$ cat config.mk
export PLATFORM = sky130hd
export DESIGN_NAME = serial_command_responder_unit
export DESIGN_NICKNAME = d
export VERILOG_FILES = /design/src/sv/scr_pkg.sv /design/src/sv/scr_ctrl.sv /design/src/sv/scr_dp.sv /design/src/sv/serial_command_responder_unit.sv
export SDC_FILE = /design/constraint.sdc
export NUM_CORES = 1
export LEC_CHECK = 0
export BUFFER_PORTS_ARGS = -buffer_cell sky130_fd_sc_hd__buf_4
export CORE_MARGIN = 2
export CORE_UTILIZATION = 54
export CTS_CLUSTER_SIZE = 20
export DETAILED_ROUTE_END_ITERATION = 8
export GPL_TIMING_DRIVEN = 0
export PLACE_DENSITY_LB_ADDON = 0.12
export SETUP_SLACK_MARGIN = 0.1
export SYNTH_ARGS = -nofsm -noshare
export SYNTH_HDL_FRONTEND = slang
export SYNTH_SLANG_ARGS = --single-unit
$ cat constraint.sdc
create_clock -name i_clk -period 4.8 [get_ports i_clk]
set_input_delay 0.48 -clock i_clk [delete_from_list [all_inputs] [get_ports i_clk]]
set_output_delay 0.48 -clock i_clk [all_outputs]
set_load 0.05 [all_outputs]
$ cat src/sv/scr_pkg.sv
// shared types, codes and byte tables of the serial command responder
// no dependencies
package scr_pkg;

    localparam logic [7:0] CR_BYTE = 8'h0D;
    localparam logic [7:0] NL_BYTE = 8'h0A;
    localparam logic [7:0] ZERO_BYTE = 8'h00;
    localparam logic [7:0] DIGIT_BASE = 8'h30;

    localparam logic [1:0] KIND_TEMP = 2'd0;
    localparam logic [1:0] KIND_CHECK = 2'd1;
    localparam logic [1:0] KIND_NOMESS = 2'd2;

    localparam logic [3:0] LAST_IDX_TEMP = 4'd8;
    localparam logic [3:0] LAST_IDX_OTHER = 4'd7;

    typedef struct packed {
        logic take;
        logic adv;
    } t_cmd;

    typedef struct packed {
        logic term;
        logic last;
    } t_stat;

    // letters of the two command words
    function automatic logic [7:0] word_char(input logic sel_check, input logic [2:0] pos);
        logic [7:0] c;
        c = ZERO_BYTE;
        if (sel_check) begin
            unique case (pos)
                3'd0: c = "C";
                3'd1: c = "H";
                3'd2: c = "E";
                3'd3: c = "C";
                3'd4: c = "K";
                default: c = ZERO_BYTE;
            endcase
        end else begin
            unique case (pos)
                3'd0: c = "T";
                3'd1: c = "E";
                3'd2: c = "M";
                3'd3: c = "P";
                default: c = ZERO_BYTE;
            endcase
        end
        return c;
    endfunction

    // double dabble, three bcd digits
    function automatic logic [11:0] bin2bcd(input logic [7:0] v);
        logic [19:0] sh;
        sh = {12'd0, v};
        for (int i = 0; i < 8; i++) begin
            if (sh[11:8] >= 4'd5) sh[11:8] = sh[11:8] + 4'd3;
            if (sh[15:12] >= 4'd5) sh[15:12] = sh[15:12] + 4'd3;
            if (sh[19:16] >= 4'd5) sh[19:16] = sh[19:16] + 4'd3;
            sh = sh << 1;
        end
        return sh[19:8];
    endfunction

    // response text by kind and position
    function automatic logic [7:0] resp_byte(input logic [1:0] kind, input logic [3:0] idx,
                                             input logic [11:0] bcd);
        logic [7:0] c;
        c = NL_BYTE;
        unique case (kind)
            KIND_TEMP: begin
                unique case (idx)
                    4'd0: c = "V";
                    4'd1: c = "A";
                    4'd2: c = "L";
                    4'd3: c = "U";
                    4'd4: c = "E";
                    4'd5: c = DIGIT_BASE + {4'd0, bcd[11:8]};
                    4'd6: c = DIGIT_BASE + {4'd0, bcd[7:4]};
                    4'd7: c = DIGIT_BASE + {4'd0, bcd[3:0]};
                    default: c = NL_BYTE;
                endcase
            end
            KIND_CHECK: begin
                unique case (idx)
                    4'd0: c = "O";
                    4'd1: c = "N";
                    4'd2: c = "L";
                    4'd3: c = "I";
                    4'd4: c = "N";
                    4'd5: c = "E";
                    4'd6: c = ZERO_BYTE;
                    default: c = NL_BYTE;
                endcase
            end
            default: begin
                unique case (idx)
                    4'd0: c = "N";
                    4'd1: c = "O";
                    4'd2: c = "M";
                    4'd3: c = "E";
                    4'd4: c = "S";
                    4'd5: c = "S";
                    4'd6: c = ZERO_BYTE;
                    default: c = NL_BYTE;
                endcase
            end
        endcase
        return c;
    endfunction

endpackage

$ cat src/sv/scr_ctrl.sv
// controller state machine: input acceptance and response sequencing
// depends on scr_pkg
module scr_ctrl (
    input  logic          i_clk,
    input  logic          i_rst_n,
    input  logic          i_in_valid,
    output logic          o_in_stall,
    output logic          o_out_valid,
    input  logic          i_out_stall,
    input  scr_pkg::t_stat i_stat,
    output scr_pkg::t_cmd  o_cmd
);
    import scr_pkg::*;

    localparam logic S_IDLE = 1'b0;
    localparam logic S_SEND = 1'b1;

    logic r_state;
    logic n_state;

    always_comb begin
        n_state = r_state;
        o_cmd = '0;
        unique case (r_state)
            S_IDLE: begin
                if (i_in_valid) begin
                    o_cmd.take = 1'b1;
                    if (i_stat.term) n_state = S_SEND;
                end
            end
            S_SEND: begin
                if (!i_out_stall) begin
                    o_cmd.adv = 1'b1;
                    if (i_stat.last) n_state = S_IDLE;
                end
            end
            default: n_state = S_IDLE;
        endcase
    end

    always_ff @(posedge i_clk) begin
        if (!i_rst_n) begin
            r_state <= S_IDLE;
        end else begin
            r_state <= n_state;
        end
    end

    assign o_in_stall = (r_state != S_IDLE);
    assign o_out_valid = (r_state == S_SEND);

endmodule

$ cat src/sv/scr_dp.sv
// datapath: line match tracking, temperature digits and response byte index
// depends on scr_pkg
module scr_dp #(
    parameter int LINE_SLOTS = 10
) (
    input  logic          i_clk,
    input  logic          i_rst_n,
    input  scr_pkg::t_cmd  i_cmd,
    output scr_pkg::t_stat o_stat,
    input  logic [7:0]    i_rx_byte,
    input  logic [9:0]    i_temp_sample,
    output logic [7:0]    o_tx_byte,
    output logic          o_last_byte
);
    import scr_pkg::*;

    localparam int CW = $clog2(LINE_SLOTS);

    logic [CW-1:0] r_count;
    logic [CW-1:0] r_eff_len;
    logic          r_zero_seen;
    logic          r_temp_m;
    logic          r_check_m;
    logic [1:0]    r_kind;
    logic [11:0]   r_bcd;
    logic [3:0]    r_idx;

    logic          term;
    logic          temp_hit;
    logic          check_hit;
    logic [1:0]    kind_now;
    logic          last;

    assign term = (r_count >= CW'(LINE_SLOTS - 1)) || (i_rx_byte == CR_BYTE);
    assign temp_hit = r_temp_m && (r_eff_len == CW'(4));
    assign check_hit = r_check_m && (r_eff_len == CW'(5));
    assign kind_now = temp_hit ? KIND_TEMP : (check_hit ? KIND_CHECK : KIND_NOMESS);
    assign last = (r_kind == KIND_TEMP) ? (r_idx == LAST_IDX_TEMP) : (r_idx == LAST_IDX_OTHER);

    always_ff @(posedge i_clk) begin
        if (!i_rst_n) begin
            r_count <= '0;
            r_eff_len <= '0;
            r_zero_seen <= 1'b0;
            r_temp_m <= 1'b1;
            r_check_m <= 1'b1;
            r_kind <= KIND_NOMESS;
            r_idx <= '0;
        end else if (i_cmd.take) begin
            if (term) begin
                r_kind <= kind_now;
                r_idx <= '0;
                r_count <= '0;
                r_eff_len <= '0;
                r_zero_seen <= 1'b0;
                r_temp_m <= 1'b1;
                r_check_m <= 1'b1;
            end else begin
                r_count <= r_count + CW'(1);
                if (!r_zero_seen) begin
                    if (i_rx_byte == ZERO_BYTE) begin
                        r_zero_seen <= 1'b1;
                    end else begin
                        r_eff_len <= r_count + CW'(1);
                        r_temp_m <= r_temp_m && (r_count < CW'(4)) &&
                                    (i_rx_byte == word_char(1'b0, r_count[2:0]));
                        r_check_m <= r_check_m && (r_count < CW'(5)) &&
                                     (i_rx_byte == word_char(1'b1, r_count[2:0]));
                    end
                end
            end
        end else if (i_cmd.adv) begin
            r_idx <= r_idx + 4'd1;
        end
    end

    always_ff @(posedge i_clk) begin
        if (i_cmd.take && term) begin
            r_bcd <= bin2bcd(i_temp_sample[7:0]);
        end
    end

    assign o_stat.term = term;
    assign o_stat.last = last;
    assign o_tx_byte = resp_byte(r_kind, r_idx, r_bcd);
    assign o_last_byte = last;

endmodule

$ cat src/sv/serial_command_responder_unit.sv
// Serial command responder. Each received byte is one input item. Bytes
// collect into a line that ends on a carriage return, or on the byte that
// arrives when LINE_SLOTS-1 bytes are held (that byte is dropped). A line
// that reads TEMP answers VALUE, three decimal digits of the low eight bits
// of i_temp_sample and a newline; CHECK answers ONLINE, a zero byte and a
// newline; anything else answers NOMESS, a zero byte and a newline. A zero
// byte inside a line ends the compared text. A terminator is followed by
// its 9 (TEMP) or 8 response items, one per cycle while the output is not
// stalled; the input stalls until the newline item has been taken, as the
// response sequencer walks the text one byte per cycle while not stalled.
// depends on scr_pkg, scr_ctrl, scr_dp
module serial_command_responder_unit #(
    parameter int LINE_SLOTS = 10
) (
    input  logic       i_clk,
    input  logic       i_rst_n,
    input  logic       i_in_valid,
    output logic       o_in_stall,
    input  logic [7:0] i_rx_byte,
    input  logic [9:0] i_temp_sample,
    output logic       o_out_valid,
    input  logic       i_out_stall,
    output logic [7:0] o_tx_byte,
    output logic       o_last_byte
);
    import scr_pkg::*;

    t_cmd  cmd;
    t_stat stat;

    scr_ctrl u_ctrl (
        .i_clk       (i_clk),
        .i_rst_n     (i_rst_n),
        .i_in_valid  (i_in_valid),
        .o_in_stall  (o_in_stall),
        .o_out_valid (o_out_valid),
        .i_out_stall (i_out_stall),
        .i_stat      (stat),
        .o_cmd       (cmd)
    );

    scr_dp #(
        .LINE_SLOTS (LINE_SLOTS)
    ) u_dp (
        .i_clk         (i_clk),
        .i_rst_n       (i_rst_n),
        .i_cmd         (cmd),
        .o_stat        (stat),
        .i_rx_byte     (i_rx_byte),
        .i_temp_sample (i_temp_sample),
        .o_tx_byte     (o_tx_byte),
        .o_last_byte   (o_last_byte)
    );

endmodule
==> results of run 1 <==
[state kept, by name, summed over array words and instances, names as in the netlist]
register,flops
u_dp.r_kind,2
u_ctrl.o_in_stall,1
u_dp.r_check_m,1
u_dp.r_zero_seen,1
u_dp.r_bcd,10
u_dp.r_eff_len,4
u_dp.r_idx,4
u_dp.r_count,4
u_dp.r_temp_m,1
[per-layer routing]
layer,wire (um),vias up
li1,-,1371
met1,2790,1259
met2,3060,56
met3,209,6
met4,37,0
met5,0,-
[worst register-to-register path, stage by stage, from the launching register on]
cell                      delay (ns)
sky130_fd_sc_hd__dfxtp_1        0.47
sky130_fd_sc_hd__inv_1          0.10
sky130_fd_sc_hd__ha_1           0.28
sky130_fd_sc_hd__nand2_1        0.09
sky130_fd_sc_hd__o21ai_0        0.09
sky130_fd_sc_hd__nand2_1        0.17
sky130_fd_sc_hd__nand2_1        0.20
sky130_fd_sc_hd__inv_1          0.39
[path summary, 6_finish.rpt]
kind | from | end | slack [ns]
setup / recovery | i_temp_sample[5] | u_dp.r_bcd[7] | 0.32
hold / removal | i_temp_sample[0] | u_dp.r_bcd[0] | 0.38
setup reg to reg | u_dp.r_count[0] | u_dp.r_bcd[0] | 2.67
hold reg to reg | u_dp.r_temp_m | u_dp.r_temp_m | 0.47
[cells in the mapped netlist, drive strengths merged (4+ instances only)]
cell type	count	area, um^2
nand2	22	82.6
a211oi	5	57.6
or3	6	47.5
nor2b	9	58.8
a21oi	23	119
nor3	16	85.1
buf	4	25.0
a21o	6	45.0
xnor2	11	115
and3	4	30.0
mux2i	10	104
ha	19	238
edfxtp	10	300
a31oi	10	77.6
nand2b	4	25.0
inv	20	75.1
nor2	45	171
o22ai	5	31.3
o21ai	21	105
clkbuf	13	48.8
nand4	4	25.0
o211ai	6	50.1
and2	7	43.8
mux2	4	48.8
dfxtp	18	360
nand3	11	55.1
[repair_timing]
item / CTS / global route
gates resized for setup: 5 / 13
endpoints found under the setup margin: 8 / 8
buffers inserted: 2 / 5
pin swaps: 1 / 3
[cells by family (layout without fill, tap and decap cells)]
group	after synthesis	after routing
other	1	1
muxes	14	14
DFF	28	28
and+or+nand+nor	139	139
xor gates and xnor gates	14	14
buffers and inverters	37	76
AOI/OAI and AO/OA	102	102
adders and majority gates	19	19
[report_power, final]
group          internal, mW  switching [mW]
logic                 0.174           0.196
registers             0.260         0.00534
clock network         0.112          0.0708
[final cells by class]
type,instances,area (um^2)
Buffer,17,76.3
Fill cell,433,1740
Sequential cell,28,661
Clock inverter,1,30.0
Tap cell,70,87.6
Timing Repair Buffer,35,263
Clock buffer,3,41.3
Multi-Input combinational cell,289,2060
Inverter,20,78.8
[per-stage QoR]
step                      total power [mW]  worst slack (ns)  instances  hold slack [ns]  TNS (ns)
after CTS                            0.800             0.119        458            0.369         0
final                                0.818             0.316        463            0.377         0
after detailed placement             0.611            -0.593        452            0.452     -3.64
after global routing                 0.875            0.0886        463            0.359         0
after global placement               0.603            -0.525        452            0.447     -3.09
after floorplan                      0.547             0.110        354            0.423         0
==> impl_summary.txt, run 1 <==
----------------------------------------------------
[Timing]
  Achievable frequency ... 223 MHz
  Setup repair after global routing missed its margin ... no
  Final critical-path required period ... 4.48 ns
  Final setup vio count ... 0
  Slew at the pin closest to its max-slew limit ... 0.546 ns
  Relative slew slack ... 62.7%
  Slew Viols, Final ... 0
  Period utilisation layout ... 93.4%
  Worst clock skew on the final layout ... 0.00138 ns
  Fin. Hold Viols ... 0

[Yosys]
  YS warnings ... 0
  Simple-gate portion of the synthesized area ... 25.3%
  Share of synthesized flip-flops with an asynchronous set or reset ... 0%
  Mux contribution to synthesized area ... 5.48%
  Sequential element share of the synthesized area ... 23.7%
  XOR/XNOR share of the synthesized area ... 5.08%
  Synth cell types ... 66
  Average size of a mapped cell ... 7.87 um^2
  Area share of fa/ha/maj cells after synthesis ... 8.54%
  Compound-gate portion of the synthesized area ... 26.4%
  Net count of the mapped netlist ... 395
  Ys flop type ... sky130_fd_sc_hd__dfxtp_1
  Mapped Area ... 0.00279 mm^2
  Synthesized netlist cell count ... 354
  Number of enable flip-flop cells after synthesis ... 10
  Main combinational cell family by area after synthesis ... compound AO/OA/AOI/OAI gates
  Total of flip-flops plus latches after synthesis ... 28

[Global routing]
  Total routing resource utilization after global routing ... 21.5%
  Met3 track demand over resource in global routing ... 2.78%
  Vias in the first global route ... 2278
  Antenna violations before repair ... 0
  Largest net degree at the start of global routing ... 17
  Met2 Usage GRT ... 38.3%
  Global-route wire length before repair ... 9820 um
  Global routing's busiest layer ... met2
  Met1 track utilization from global routing ... 27.9%
  Overflow left after global routing ... 0

[Clock network]
  Longest Clk Path Bufs ... 2
  Htree depth ... 1
  TritonCTS clock tree ... built
  Clock Pin Slew Worst Setup and Hold Paths ... 0.09 ns
  Worst-Skew Late Latency ... 0.27 ns
  CTS sink cnt ... 28
  CTS Root Cell ... sky130_fd_sc_hd__clkbuf_8
  Inserted Clock Buffers ... 3
  Hold-fix buffers, CTS ... 0

[Die]
  Die Area ... 0.00575 mm^2
  Die Height ... 75.8 um
  Initial core utilization ... 55.2%
  Count of standard-cell rows ... 26
  Die width ... 75.8 um
  Area of the core region ... 0.00504 mm^2
  Boundary pin count ... 33

[Routing]
  DRC violations left ... 0
  Overall via count from detail_route ... 2692
  Drt initial violations ... 120
  Post-DR vias/cell ... 5.81
  Wire per inst ... 13.2 um
  Number of antenna-violating nets in the routed design ... 0
  Initial DRT Pass Iterations ... 4
  Sum of routed wire length over all layers ... 6100 um

[Final layout]
  Non-Filler Cell Area, Final ... 0.00330 mm^2
  NumNets Final ... 435
  Commonest cells after routing, fill and taps aside ... sky130_fd_sc_hd__nor2_1 (41), sky130_fd_sc_hd__buf_4 (37), sky130_fd_sc_hd__nand2_1 (22), sky130_fd_sc_hd__a21oi_1 (22), sky130_fd_sc_hd__inv_1 (19)
  Most common cell after layout, fill and taps aside ... sky130_fd_sc_hd__nor2_1
  Proportion of layout cells with a drive suffix above 1 ... 20.6%
  Layout Area Growth over Synthesis ... 18.5%
  Count of antenna diodes in the layout ... 0
  Final Util ... 65.5%

[Setup path]
  Type of the setup path with the least slack ... in2reg
  Type of destination of the critical path ... register
  Crit path largest cell delay ... 0.34 ns
  Critical Path Fanout Max ... 9
  Worst path required time ... 4.92 ns
  Number of logic stages on the critical path including buffering ... 25
  Slowest stage cell, crit path ... sky130_fd_sc_hd__or2_2
  Worst reg-to-reg path cell count ... 7
  Crit path buf inv count ... 5
  Top Family by Delay on Critical Path ... simple AND/OR/NAND/NOR gates
  Type of origin of the critical path ... primary input
  Top cell by count, worst path ... sky130_fd_sc_hd__ha_1
  Worst path arrival time ... 4.60 ns

[Power and ir drop]
  Worst IR Drop VDD ... 170 uV
  Leakage ... 1.29 nW
  Power per Cell Area ... 248 mW/mm^2

[Hold path]
  Worst hold path class ... in2reg
  Hold-critical path depth ... 1

[Placed design]
  Number of buffers inserted by port buffering ... 28
  Placed cell area ... 0.00309 mm^2
  Hpwl dp ... 4550 um
  Routability congestion estimate from global placement ... 0.887

[Run]
  MaxCap Viol Count ... 0

[Status]
  Run status ... finished clean

----------------------------------------------------
No activity file was read; power rests on OpenSTA's default activity.
==> run 2, diff against run 1 <==
--- a/config.mk
+++ b/config.mk
@@ -5,9 +5,10 @@
 export SDC_FILE = /design/constraint.sdc
 export NUM_CORES = 1
 export LEC_CHECK = 0
+export ABC_AREA = 1
 export BUFFER_PORTS_ARGS = -buffer_cell sky130_fd_sc_hd__buf_4
 export CORE_MARGIN = 2
-export CORE_UTILIZATION = 54
+export CORE_UTILIZATION = 53
 export CTS_CLUSTER_SIZE = 20
 export DETAILED_ROUTE_END_ITERATION = 8
 export GPL_TIMING_DRIVEN = 0
==> run 2 against run 1 <==
Clock-buffer cell count stayed put. Global-route usage fell by 2.0 points. Largest power group unchanged. Via count is 6.0% lower. Worst hold slack improved by 0.00084 ns. Routed wire length shrank 15%.
==> impl_summary.txt, run 2 <==
----------------------------------------------------
[Power and ir drop]
  Sequential group share of total power ... 35.4% (was 32.4%)
  P_int ... 0.480 mW (was 0.546 mW)
  Portion of total power attributed to the clock network ... 24.5% (was 22.3%)
  Power per Cell Area ... 248 mW/mm^2 (about the same)
  Leakage ... 1.45 nW (was 1.29 nW)
  Relative contribution of combinational cells to total power ... 40.1% (was 45.3%)
  Switching component of the power ... 0.264 mW (was 0.272 mW)
  Worst IR Drop VDD ... 151 uV (was 170 uV)
  Switching share of power ... 35.4% (was 33.3%)
  Total power after layout ... 0.744 mW (was 0.818 mW)

[Final layout]
  Non-Filler Cell Area, Final ... 0.00300 mm^2 (was 0.00330 mm^2)
  Proportion of layout cells with a drive suffix above 1 ... 20.5% (was 20.6%)
  Register with the highest flop count ... u_dp.r_bcd (unchanged)
  Flip-flop count of the largest register, all copies and words added ... 10 (unchanged)
  Layout Area Growth over Synthesis ... 14.4% (was 18.5%)
  Commonest cells after routing, fill and taps aside ... sky130_fd_sc_hd__nand2_1 (83), sky130_fd_sc_hd__inv_1 (61), sky130_fd_sc_hd__nor2_1 (38), sky130_fd_sc_hd__nand3_1 (31), sky130_fd_sc_hd__buf_4 (31) (was sky130_fd_sc_hd__nor2_1 (41), sky130_fd_sc_hd__buf_4 (37), sky130_fd_sc_hd__nand2_1 (22), sky130_fd_sc_hd__a21oi_1 (22), sky130_fd_sc_hd__inv_1 (19))
  Most common cell after layout, fill and taps aside ... sky130_fd_sc_hd__nand2_1 (was sky130_fd_sc_hd__nor2_1)
  Count of antenna diodes in the layout ... 0 (unchanged)
  NumNets Final ... 466 (was 435)

[Clock network]
  Hold-fix buffers, CTS ... 0 (unchanged)
  Worst-Skew Late Latency ... 0.27 ns (about the same)
  CTS Root Cell ... sky130_fd_sc_hd__clkbuf_8 (unchanged)
  Longest Clk Path Bufs ... 2 (unchanged)
  TritonCTS clock tree ... built (unchanged)
  Htree depth ... 1 (unchanged)
  Clock Pin Slew Worst Setup and Hold Paths ... 0.09 ns (about the same)
  CTS sink cnt ... 28 (unchanged)
  Inserted Clock Buffers ... 3 (unchanged)
  # Post-CTS Setup Buffers ... 0 (was 2)
  Resize count post-CTS ... 0 (was 5)

[Timing]
  Slew at the pin closest to its max-slew limit ... 0.564 ns (was 0.546 ns)
  Period utilisation layout ... 85.7% (was 93.4%)
  Slew Viols, Final ... 0 (unchanged)
  Setup TNS after final layout ... 0 ns (unchanged)
  Final critical-path required period ... 4.11 ns (was 4.48 ns)
  Worst hold margin ... 0.378 ns (was 0.377 ns)
  Final setup vio count ... 0 (unchanged)
  Setup repair after global routing missed its margin ... no (unchanged)
  Relative slew slack ... 62.3% (was 62.7%)
  Achievable frequency ... 243 MHz (was 223 MHz)
  Fin. Hold Viols ... 0 (unchanged)
  Worst clock skew on the final layout ... 0.00264 ns (was 0.00138 ns)

[Die]
  Die Area ... 0.00552 mm^2 (was 0.00575 mm^2)
  Area of the core region ... 0.00475 mm^2 (was 0.00504 mm^2)
  Count of standard-cell rows ... 25 (was 26)
  Die Height ... 74.3 um (was 75.8 um)
  Boundary pin count ... 33 (unchanged)
  Initial core utilization ... 55.1% (was 55.2%)
  Die width ... 74.3 um (was 75.8 um)

[Global routing]
  Antenna violations before repair ... 0 (unchanged)
  Total routing resource utilization after global routing ... 19.5% (was 21.5%)
  Vias in the first global route ... 2163 (was 2278)
  Global-route wire length before repair ... 8750 um (was 9820 um)
  Largest net degree at the start of global routing ... 17 (unchanged)
  Overflow left after global routing ... 0 (unchanged)

[Yosys]
  Leading post-synthesis cells by cell area ... sky130_fd_sc_hd__dfxtp_1 (14%), sky130_fd_sc_hd__nand2_1 (12%), sky130_fd_sc_hd__edfxtp_1 (11%) (was sky130_fd_sc_hd__dfxtp_1 (13%), sky130_fd_sc_hd__edfxtp_1 (11%), sky130_fd_sc_hd__ha_1 (8.5%))
  Synth cell types ... 39 (was 66)
  Number of enable flip-flop cells after synthesis ... 10 (unchanged)
  Top cell type by total area after synthesis ... sky130_fd_sc_hd__dfxtp_1 (unchanged)
  Most common library cells after synthesis ... sky130_fd_sc_hd__nand2_1 (83), sky130_fd_sc_hd__inv_1 (61), sky130_fd_sc_hd__nor2_1 (38), sky130_fd_sc_hd__nand3_1 (31), sky130_fd_sc_hd__a21oi_1 (21) (was sky130_fd_sc_hd__nor2_1 (44), sky130_fd_sc_hd__a21oi_1 (22), sky130_fd_sc_hd__nand2_1 (22), sky130_fd_sc_hd__inv_1 (20), sky130_fd_sc_hd__ha_1 (19))
  Average size of a mapped cell ... 6.70 um^2 (was 7.87 um^2)
  Total of flip-flops plus latches after synthesis ... 28 (unchanged)
  Net count of the mapped netlist ... 432 (was 395)
  Sequential element share of the synthesized area ... 25.2% (was 23.7%)
  Top-count cell post-synth ... sky130_fd_sc_hd__nand2_1 (was sky130_fd_sc_hd__nor2_1)
  Synthesized netlist cell count ... 391 (was 354)
  Synth top area share ... 13.8% (was 12.9%)
  Share of synthesized flip-flops with an asynchronous set or reset ... 0% (unchanged)
  Mapped Area ... 0.00262 mm^2 (was 0.00279 mm^2)
  YS warnings ... 0 (unchanged)
  Ys flop type ... sky130_fd_sc_hd__dfxtp_1 (unchanged)

[Placed design]
  Placed cell area ... 0.00292 mm^2 (was 0.00309 mm^2)
  Hpwl dp ... 4180 um (was 4550 um)
  Number of buffers inserted by port buffering ... 29 (was 28)
  Routability congestion estimate from global placement ... 0.885 (was 0.887)

[Setup path]
  Type of the setup path with the least slack ... in2reg (unchanged)
  Worst Setup SP ... i_temp_sample[6] (was i_temp_sample[5])
  Worst path arrival time ... 4.15 ns (was 4.60 ns)
  Critical Path Fanout Max ... 5 (was 9)
  Worst path required time ... 4.84 ns (was 4.92 ns)
  Slowest stage cell, crit path ... sky130_fd_sc_hd__or2_1 (was sky130_fd_sc_hd__or2_2)
  Type of destination of the critical path ... register (unchanged)
  Crit Reg-Reg Startpoint ... u_dp.r_count[0] (unchanged)
  Top cell by count, worst path ... sky130_fd_sc_hd__inv_1 (was sky130_fd_sc_hd__ha_1)
  Worst Setup EP ... u_dp.r_bcd[6] (was u_dp.r_bcd[7])
  Crit path largest cell delay ... 0.23 ns (was 0.34 ns)
  Endpoint of the most critical register-to-register path ... u_dp.r_idx[3] (was u_dp.r_bcd[0])
  Type of origin of the critical path ... primary input (unchanged)
  Worst reg-to-reg path cell count ... 14 (was 7)
  Reg-to-reg slack, setup ... 2.51 ns (was 2.67 ns)

[Run]
  MaxCap Viol Count ... 0 (unchanged)

[Status]
  Run status ... finished clean (unchanged)

[Routing]
  DRC violations left ... 0 (unchanged)
  Drt initial violations ... 115 (was 120)
  Initial DRT Pass Iterations ... 4 (unchanged)
  Post-DR vias/cell ... 5.15 (was 5.81)
  Wire per inst ... 10.5 um (was 13.2 um)
  Overall via count from detail_route ... 2531 (was 2692)
  Sum of routed wire length over all layers ... 5180 um (was 6100 um)
  Number of antenna-violating nets in the routed design ... 0 (unchanged)

[Hold path]
  Worst hold path class ... in2reg (unchanged)

----------------------------------------------------
==> run 2: changes by cell type in the layout (fill, tap and decap cells not counted), moves of 7 or more <==
cell / delta
sky130_fd_sc_hd__mux2i_1: -9
sky130_fd_sc_hd__and2_1: -7
sky130_fd_sc_hd__nor3_1: -9
sky130_fd_sc_hd__nand2_2: +19
sky130_fd_sc_hd__nand3_1: +20
sky130_fd_sc_hd__clkbuf_1: -12
sky130_fd_sc_hd__nor2b_1: -7
sky130_fd_sc_hd__a31oi_1: -9
sky130_fd_sc_hd__inv_2: +12
sky130_fd_sc_hd__inv_1: +42
sky130_fd_sc_hd__nand2_1: +61
==> run 2: kinds of logic (layout without fill, tap and decap cells) <==
group	Yosys count	after routing	share of synthesized area, %
and+or+nand+nor	204	204	38.4
buffers and inverters	76	109	11.2
AOI/OAI and AO/OA	56	56	13.3
DFF	28	28	25.2
adders and majority gates	19	19	9.08
xor gates and xnor gates	7	7	2.63
other	1	1	0.143
==> run 2: worst min-delay path by stage <==
stage | from | endpoint | slack (ns) | cells after the start
floorplan | u_dp.r_check_m | u_dp.r_check_m | 0.42 | 2
detailed placement | u_dp.r_check_m | u_dp.r_check_m | 0.44 | 2
global placement | u_dp.r_check_m | u_dp.r_check_m | 0.44 | 2
CTS | i_temp_sample[0] | u_dp.r_bcd[0] | 0.37 | 1
finish | i_temp_sample[0] | u_dp.r_bcd[0] | 0.38 | 1
global route | i_temp_sample[0] | u_dp.r_bcd[0] | 0.37 | 1
==> run 2: cell type report <==
cell class / count / area [um^2]
Buffer: 3 / 18.8
Clock buffer: 3 / 41.3
Clock inverter: 1 / 30.0
Fill cell: 461 / 1760
Inverter: 73 / 274
Multi-Input combinational cell: 287 / 1670
Sequential cell: 28 / 661
Tap cell: 67 / 83.8
Timing Repair Buffer: 29 / 218
==> run 2: critical path: cells and delay by family <==
kind | cells | cell delay, ns
fa+ha+maj | 6 | 1.05
simple gates | 14 | 1.41
compound gates | 3 | 0.44
buf+inv | 11 | 0.78
==> run 2: metrics by stage <==
| step | instances | utilization (%) | setup WS, ns |
|---|---|---|---|
| 4_1_cts | 491 | 62.9 | 0.531 |
| 2_1_floorplan | 391 | - | 0.771 |
| 6_report | 491 | 63.0 | 0.687 |
| 3_3_place_gp | 487 | 61.4 | 0.386 |
| 3_5_place_dp | 487 | 61.4 | 0.253 |
| 5_1_grt | 491 | 63.0 | 0.235 |
==> run 2: power by group through the flow <==
stage | combinational, mW | sequential (mW) | clock, mW
2_1_floorplan | 0.244 | 0.268 | 0
5_1_grt | 0.342 | 0.264 | 0.195
3_3_place_gp | 0.289 | 0.269 | 0
3_5_place_dp | 0.298 | 0.269 | 0
6_report | 0.298 | 0.264 | 0.182
4_1_cts | 0.299 | 0.264 | 0.185
==> run 2: layer usage <==
layer / track usage [%] / vias up / share of wire [%]
li1: - / 1330 / -
met1: 25.7 / 1145 / 47
met2: 35.2 / 54 / 49
met3: 2.03 / 2 / 3.5
met4: 3.17 / 0 / 0.39
met5: 0 / - / 0
==> run 3, diff against run 2 <==
--- a/config.mk
+++ b/config.mk
@@ -7,8 +7,10 @@
 export LEC_CHECK = 0
 export ABC_AREA = 1
 export BUFFER_PORTS_ARGS = -buffer_cell sky130_fd_sc_hd__buf_4
+export CAP_MARGIN = 20
 export CORE_MARGIN = 2
-export CORE_UTILIZATION = 53
+export CORE_UTILIZATION = 55
+export CTS_BUF_LIST = sky130_fd_sc_hd__clkbuf_8
 export CTS_CLUSTER_SIZE = 20
 export DETAILED_ROUTE_END_ITERATION = 8
 export GPL_TIMING_DRIVEN = 0
==> run 3 against run 2 <==
Clock power shrank 29%. Combinational power is essentially flat. Worst hold slack lost 0.0013 ns. Sequential power is essentially flat. Clock-buffer cell count is the same. Die area shrank 3.4%. Worst setup slack gained 0.044 ns. Critical endpoint is now u_dp.r_bcd[7].
==> impl_summary.txt, run 3 (synthesis results as in run 2) <==
----------------------------------------------------
[Clock network]
  Hold-fix buffers, CTS ... 0 (unchanged)
  Worst-Skew Late Latency ... 0.28 ns (was 0.27 ns)
  Longest Clk Path Bufs ... 2 (unchanged)
  CTS sink cnt ... 28 (unchanged)
  CTS Root Cell ... sky130_fd_sc_hd__clkbuf_8 (unchanged)
  Clock Pin Slew Worst Setup and Hold Paths ... 0.09 ns (about the same)
  TritonCTS clock tree ... built (unchanged)
  Inserted Clock Buffers ... 3 (unchanged)
  # Post-CTS Setup Buffers ... 0 (unchanged)
  Htree depth ... 1 (unchanged)

[Timing]
  Setup repair after global routing missed its margin ... no (unchanged)
  Final setup vio count ... 0 (unchanged)
  Final critical-path required period ... 4.07 ns (was 4.11 ns)
  Worst clock skew on the final layout ... 0.00412 ns (was 0.00264 ns)
  Relative slew slack ... 61.7% (was 62.3%)
  Setup TNS after final layout ... 0 ns (unchanged)
  Slew at the pin closest to its max-slew limit ... 0.572 ns (was 0.564 ns)
  Period utilisation layout ... 84.8% (was 85.7%)
  Achievable frequency ... 246 MHz (was 243 MHz)
  Slew Viols, Final ... 0 (unchanged)
  Fin. Hold Viols ... 0 (unchanged)
  Final WS setup ... 0.731 ns (was 0.687 ns)

[Setup path]
  Worst path required time ... 4.82 ns (was 4.84 ns)
  Worst path arrival time ... 4.09 ns (was 4.15 ns)
  Type of origin of the critical path ... primary input (unchanged)
  Type of destination of the critical path ... register (unchanged)
  Crit path buf inv count ... 11 (unchanged)
  Critical Path Fanout Max ... 5 (unchanged)
  Top cell by count, worst path ... sky130_fd_sc_hd__inv_1 (unchanged)
  Slowest stage cell, crit path ... sky130_fd_sc_hd__o22ai_1 (was sky130_fd_sc_hd__or2_1)
  Type of the setup path with the least slack ... in2reg (unchanged)
  Top Family by Delay on Critical Path ... adder cells (was simple AND/OR/NAND/NOR gates)
  Crit path largest cell delay ... 0.34 ns (was 0.23 ns)

[Global routing]
  Vias in the first global route ... 2241 (was 2163)
  Largest net degree at the start of global routing ... 16 (was 17)
  Total routing resource utilization after global routing ... 20.6% (was 19.5%)
  Global-route wire length before repair ... 9040 um (was 8750 um)
  Antenna violations before repair ... 0 (unchanged)
  Overflow left after global routing ... 0 (unchanged)

[Routing]
  Number of antenna-violating nets in the routed design ... 0 (unchanged)
  Drt initial violations ... 182 (was 115)
  Post-DR vias/cell ... 5.19 (was 5.15)
  Wire per inst ... 10.4 um (was 10.5 um)
  Overall via count from detail_route ... 2483 (was 2531)
  Initial DRT Pass Iterations ... 4 (unchanged)
  DRC violations left ... 0 (unchanged)
  Sum of routed wire length over all layers ... 4990 um (was 5180 um)

[Final layout]
  Flip-flop count of the largest register, all copies and words added ... 10 (unchanged)
  Most common cell after layout, fill and taps aside ... sky130_fd_sc_hd__nand2_1 (unchanged)
  Commonest cells after routing, fill and taps aside ... sky130_fd_sc_hd__nand2_1 (83), sky130_fd_sc_hd__inv_1 (61), sky130_fd_sc_hd__nor2_1 (38), sky130_fd_sc_hd__nand3_1 (31), sky130_fd_sc_hd__buf_4 (31) (unchanged)
  Register with the highest flop count ... u_dp.r_bcd (unchanged)
  Non-Filler Cell Area, Final ... 0.00295 mm^2 (was 0.00300 mm^2)
  Number of fill cells ... 458 (was 461)
  NumNets Final ... 466 (unchanged)
  Layout Area Growth over Synthesis ... 12.8% (was 14.4%)
  Count of antenna diodes in the layout ... 0 (unchanged)
  Proportion of layout cells with a drive suffix above 1 ... 20.3% (was 20.5%)

[Die]
  Area of the core region ... 0.00466 mm^2 (was 0.00475 mm^2)
  Die Area ... 0.00533 mm^2 (was 0.00552 mm^2)
  Boundary pin count ... 33 (unchanged)
  Die width ... 73 um (was 74.3 um)
  Count of standard-cell rows ... 25 (unchanged)
  Initial core utilization ... 56.2% (was 55.1%)
  Die Height ... 73 um (was 74.3 um)

[Placed design]
  Placed cell area ... 0.00290 mm^2 (was 0.00292 mm^2)
  Routability congestion estimate from global placement ... 0.886 (was 0.885)
  Post-place setup slack ... 0.309 ns (was 0.253 ns)
  Hpwl dp ... 4180 um (about the same)
  Number of buffers inserted by port buffering ... 29 (unchanged)

[Power and ir drop]
  Leakage ... 1.44 nW (was 1.45 nW)
  Power per Cell Area ... 234 mW/mm^2 (was 248 mW/mm^2)
  Worst IR Drop VDD ... 146 uV (was 151 uV)

[Status]
  Run status ... finished clean (unchanged)

[Hold path]
  Worst hold path class ... in2reg (unchanged)

[Run]
  MaxCap Viol Count ... 0 (unchanged)

----------------------------------------------------
[run 3: timing repair]
item                                    4_1_cts  5_1_grt
hold endpoints to repair                      0        0
resized for setup                             0        1
endpoints found under the setup margin        0        1
[run 3: cell type report]
type	count	area [um^2]	share of cell area, %
plain buffers	3	18.8	0.636
flip-flops and latches	28	661	22.4
inverters	73	274	9.28
clock buffers	3	41.3	1.40
multi-input cells	287	1670	56.5
well taps	54	67.6	2.29
clock inverters	1	3.75	0.127
repair buffers	29	218	7.37
[run 3: power breakdown]
group          internal, mW  switching [mW]  leakage [nW]  total [mW]
registers             0.260         0.00401         0.237       0.264
clock network        0.0575          0.0716        0.0231       0.129
logic                 0.110           0.189          1.18       0.298
total                 0.427           0.264          1.44       0.691
[run 3: path summary, 6_finish.rpt]
path                    start              to  slack [ns]  depth (start not counted)
max          i_temp_sample[5]   u_dp.r_bcd[7]        0.73                         31
min          i_temp_sample[0]   u_dp.r_bcd[0]        0.38                          1
max reg2reg   u_dp.r_count[0]   u_dp.r_idx[3]        2.45                         14
min reg2reg    u_dp.r_check_m  u_dp.r_check_m        0.47                          2
[run 3: routing by layer]
metal | track usage (%) | vias to the layer above | wire length (um)
li1 | - | 1334 | -
met1 | 26.7 | 1093 | 2260
met2 | 35.8 | 52 | 2510
met3 | 2.49 | 4 | 186
met4 | 5.97 | 0 | 46
met5 | 0 | - | 0
[run 3: worst reg2reg max path, cell delays in order (launching register included)]
cell and delay [ns]:
sky130_fd_sc_hd__dfxtp_1 0.44, sky130_fd_sc_hd__inv_1 0.12, sky130_fd_sc_hd__ha_1 0.27, sky130_fd_sc_hd__nand2_1 0.10
sky130_fd_sc_hd__o21ai_0 0.07, sky130_fd_sc_hd__nand2_1 0.13, sky130_fd_sc_hd__inv_2 0.08, sky130_fd_sc_hd__nor2_4 0.32
sky130_fd_sc_hd__inv_2 0.10, sky130_fd_sc_hd__nand2_1 0.10, sky130_fd_sc_hd__inv_1 0.08, sky130_fd_sc_hd__nor2_1 0.13
sky130_fd_sc_hd__nand3_1 0.11, sky130_fd_sc_hd__xor2_1 0.15, sky130_fd_sc_hd__nor2_1 0.05
[run 3: stage by stage]
stage / std cells / hold slack, ns / utilization (%) / power (mW)
after floorplan: 391 / 0.419 / - / 0.512
after global placement: 474 / 0.438 / 62.3 / 0.558
after detailed placement: 474 / 0.447 / 62.3 / 0.568
after CTS: 478 / 0.373 / 63.3 / 0.697
after global routing: 478 / 0.365 / 63.4 / 0.751
final: 478 / 0.377 / 63.4 / 0.691
